`src/rtl/core/pfst_ram.sv`:
```
// ----------------------------------------------------------------------------
// pfst_ram
// generic simple dual port ram (one write port, one read port) with registered read
// ----------------------------------------------------------------------------
`default_nettype none
module pfst_ram #(
    parameter int WIDTH = 8,
    parameter int DEPTH = 16
) (
    input  wire logic                     i_clk,
    input  wire logic                     i_we,
    input  wire logic [$clog2(DEPTH)-1:0] i_waddr,
    input  wire logic [WIDTH-1:0]         i_wdata,
    input  wire logic [$clog2(DEPTH)-1:0] i_raddr,
    output logic      [WIDTH-1:0]         o_rdata
);
    logic [WIDTH-1:0] r_mem [DEPTH];
    always_ff @(posedge i_clk) begin
        if (i_we) begin
            r_mem[i_waddr] <= i_wdata;
        end
        o_rdata <= r_mem[i_raddr];
    end
endmodule
`default_nettype wire

```
`config.mk`:
```
export PLATFORM = sky130hd
export DESIGN_NAME = pfst_ram
export DESIGN_NICKNAME = d
export VERILOG_FILES = /design/src/rtl/core/pfst_ram.sv
export SDC_FILE = /design/constraint.sdc
export NUM_CORES = 1
export LEC_CHECK = 0
export ABC_CLOCK_PERIOD_IN_PS = 3400
export BUFFER_PORTS_ARGS = -buffer_cell sky130_fd_sc_hd__buf_4
export CAP_MARGIN = 20
export CELL_PAD_IN_SITES_DETAIL_PLACEMENT = 0
export CELL_PAD_IN_SITES_GLOBAL_PLACEMENT = 2
export CORE_UTILIZATION = 45
export CTS_CLUSTER_SIZE = 16
export DETAILED_ROUTE_END_ITERATION = 7
export GPL_TIMING_DRIVEN = 0
export PLACE_DENSITY = 0.85
export REMOVE_ABC_BUFFERS = 1
export SLEW_MARGIN = 20
export SYNTH_ARGS = -nofsm -noshare
export SYNTH_HDL_FRONTEND = slang
export SYNTH_SLANG_ARGS = --single-unit
```
`constraint.sdc`:
```
create_clock -name i_clk -period 3.4 [get_ports i_clk]
set_clock_uncertainty 0.1 [all_clocks]
set_input_delay 0.17 -clock i_clk [delete_from_list [all_inputs] [get_ports i_clk]]
set_output_delay 0.17 -clock i_clk [all_outputs]
set_load 0.02 [all_outputs]
```
# == After elaboration in Yosys (flattened, before gate mapping) ==
# Memories as Yosys holds them, arrays and structs flattened. A register that Yosys moved wholly into a read port is not among the register bits.
# Index checks and enable logic that the tools add are counted.
# word_totals
reg_bits,0
mem_bits_rw,128
input_bits,18
output_inout_bits,8
n_memories,1
# classes
mux,2
# memory_table
name,words,word_bits,read_ports,rd_clocked_by_memory_dff,write_ports,line,rtl
r_mem,16,8,1,1,1,17,logic [WIDTH-1:0] r_mem [DEPTH];
# op_table
op,n
$mux W1,2

# == Depth between registers and ports, before layout ==
# depth
depth_word,2
mapped_depth,5
mapped_depth_nobuf,3

# == Worst setup path before layout ==
# No wires, ideal clock.
# synth_timing
kind,input to register
startpoint,in i_waddr[2]
endpoint,"mem r_mem[0][0], enable pin"
setup_ps,383
arrival_ps,1280
required_time_ps,2917
path_slack_ps,1637
stages,2
cell_sequence,or3b_2 > nor3_1
# synth_rtl
element,line,rtl
"start, declared",12,"input wire logic [$clog2(DEPTH)-1:0] i_waddr,"
"end, declared",17,
# Straight into the memory's write port.

==> impl_metrics.tcl <==
set metrics [dict create \
    run_status "completed" \
    synth_cells 229 \
    ant_nets 0 \
    fin_nets 290 \
    met3_length_um 526 \
    core_um2 11000 \
    slowest_stage "mux4_2" \
    drcViolationCount 0 \
    num_rows 38 \
    finalCritPeriodShare 0.463 \
    drv_slew 0 \
    avgRoutedWirePerCell_um 21.9 \
    hold_depth 2 \
    globalplace.congestion 0.711 \
    ys_seq_elements 136 \
    cts-resized-gates 0 \
    hold_slack_ps 55.8 \
    hold_start "i_waddr[0]" \
    drt-met1-wl_um 3890 \
    period_minus_slack_ps 1570 \
    initial_utilization 0.469 \
    cts_made_buffers 17 \
    setup_ws_ps 1830 \
    power_frac_clock 0.478 \
    clock_latency_ps 400 \
    synth.distinct_cells 19 \
    grt_first_pass_wirelength_um 14000 \
    power.density_nw_per_um2 647 \
    synthToLayoutAreaGrowth_pct 19.6 \
    cp-startpoint "i_raddr[0]" \
    drtIter0Drc 205 \
    ys_warn_count 0 \
    track_usage 0.174 \
    ir_drop_uv 436 \
    max_cap_violations 0 \
    worst_pin_slew_ps 993 \
    clk_pin_slew_ps 60 \
    critPathRequiredTime_ps 3570 \
    drive_gt1_frac 0.282 \
    layout_common_cells "edfxtp_1, buf_4, mux4_2" \
    grt-ovfl-total 0 \
    fmax_ghz 0.635 \
    antenna_found_initial 0 \
    die_h_um 109 \
    ys_seq_area_frac 0.778 \
    diodes 0 \
    finalSetupViolCount 0 \
    post-dp-hpwl_um 5300 \
    dpl_worst_slack_ps 1380 \
    drt-pass1-iter-count 4 \
    crit_chain "buf_4 -> mux4_2 -> a22oi_1 -> nand2_1" \
    swShare 0.199 \
    r2r-start "r_mem[11][7]" \
    numPortBuffers 25 \
    wl_met2_um 4740 \
    grt_max_degree 33 \
    design_area_um2 6160 \
    combPwrFrac 0.049 \
    relSlewSlack 0.336 \
    cts_max_level 4 \
    cp_num_cells 4 \
    worstPathArrival_ps 1740 \
    end_kind "flop" \
    drt-total-wl_um 9300 \
    place_area_um2 5450 \
    r2r_cells 3 \
    p_leak_nw 2.06 \
    critical_path_class "in -> reg" \
    post_cts_buffers 0 \
    tns_ps 0 \
    io_pins 26 \
    path_buf_inv 1 \
    rsz0062_at_grt "no" \
    viasPerCell 5.49 \
    cts_buffer_depth 2 \
    seqPwrFrac 0.473 \
    critPathMaxStageDelay_ps 590 \
    synth_area_um2 5150 \
    p_switching_w 0.000792 \
    grt_pass1_vias 2442 \
    cts_tree "built" \
    clock-sinks 136 \
    via_count 2329 \
    dieWidth_um 109 \
    p_int_w 0.00319 \
    min_path_type "in -> reg" \
    start_kind "input port" \
    worstPathMaxFanout 32 \
    hold_violations 0 \
    synth_area_per_cell_um2 22.5 \
    fp.dieArea_um2 11900 \
    top_layer "met4" \
    cpLargestDelayFamily "multiplexers" \
    cts_root_buffer "clkbuf_16" \
    layout_commonest_cell "edfxtp_1" \
]
## cell families after synthesis
group,Yosys count,share of synthesized area
AOI/OAI and AO/OA,16,0.0233
buffers and inverters,10,0.0168
DFF,136,0.778
muxes,32,0.150
and+or+nand+nor,35,0.0318
## per-layer routing
| metal | global-route usage | vias up |
|---|---|---|
| met5 | 0 | - |
| met3 | 0.0568 | 10 |
| met1 | 0.234 | 1180 |
| li1 | - | 1058 |
| met2 | 0.267 | 81 |
| met4 | 0.0627 | 0 |
## Yosys cell counts
library cell / count / area (um^2)
or3b_2: 1 / 8.76
nand3b_1: 2 / 15.0
a22oi_1: 16 / 120
dfxtp_1: 8 / 160
clkdlybuf4s25_2: 3 / 30.0
buf_2: 3 / 15.0
and2b_1: 1 / 7.51
nand2_1: 9 / 33.8
nor2b_1: 1 / 6.26
nor2_1: 13 / 48.8
and2_1: 1 / 6.26
nand2b_1: 2 / 12.5
buf_4: 1 / 7.51
nand3_1: 1 / 5.00
nor3_1: 4 / 20.0
mux4_2: 18 / 405
buf_6: 3 / 33.8
edfxtp_1: 128 / 3840
mux4_1: 14 / 368
## metrics by stage
step | instances | power (W) | util
floorplan | 219 | 0.00201 | -
global placement | 384 | 0.00210 | 0.494
detailed placement | 385 | 0.00211 | 0.496
CTS | 424 | 0.00400 | 0.560
global route | 424 | 0.00408 | 0.560
finish | 424 | 0.00398 | 0.560
## final timing paths
kind	endpoint	slack [ps]
max reg2reg	o_rdata[7]	1830
min	r_mem[12][4]	60
max	o_rdata[7]	1830
min reg2reg	o_rdata[3]	580
## power groups by stage
stage          sequential [W]  combinational [W]  clock [W]
6_report              0.00188           0.000193    0.00190
5_1_grt               0.00189           0.000208    0.00199
4_1_cts               0.00188           0.000197    0.00192
3_5_place_dp          0.00192           0.000188          0
3_3_place_gp          0.00192           0.000183          0
2_1_floorplan         0.00193          0.0000751          0
## state kept, by name, indices dropped and copies added, names as in the netlist
register  count
r_mem       128
o_rdata       8
## cell type report
| class | instances | area (um^2) |
|---|---|---|
| fill | 795 | 4830 |
| sequential | 136 | 4000 |
| multi-input combinational | 83 | 1080 |
| clock buffer | 17 | 425 |
| timing repair buffer | 34 | 275 |
| clock inverter | 14 | 199 |
| tap | 140 | 175 |
## worst register-to-register path: cells and delay by family, from the launching register on
family | cells | cell delay, ps
muxes | 1 | 490
and+or+nand+nor | 1 | 120
DFF | 1 | 370
AOI/OAI and AO/OA | 1 | 360
## timing repair
action	CTS	global route
endpoints found under the hold margin	128	0
setup endpoints to repair	0	0
hold buffers	8	0
(Power assumes the default switching activity.)
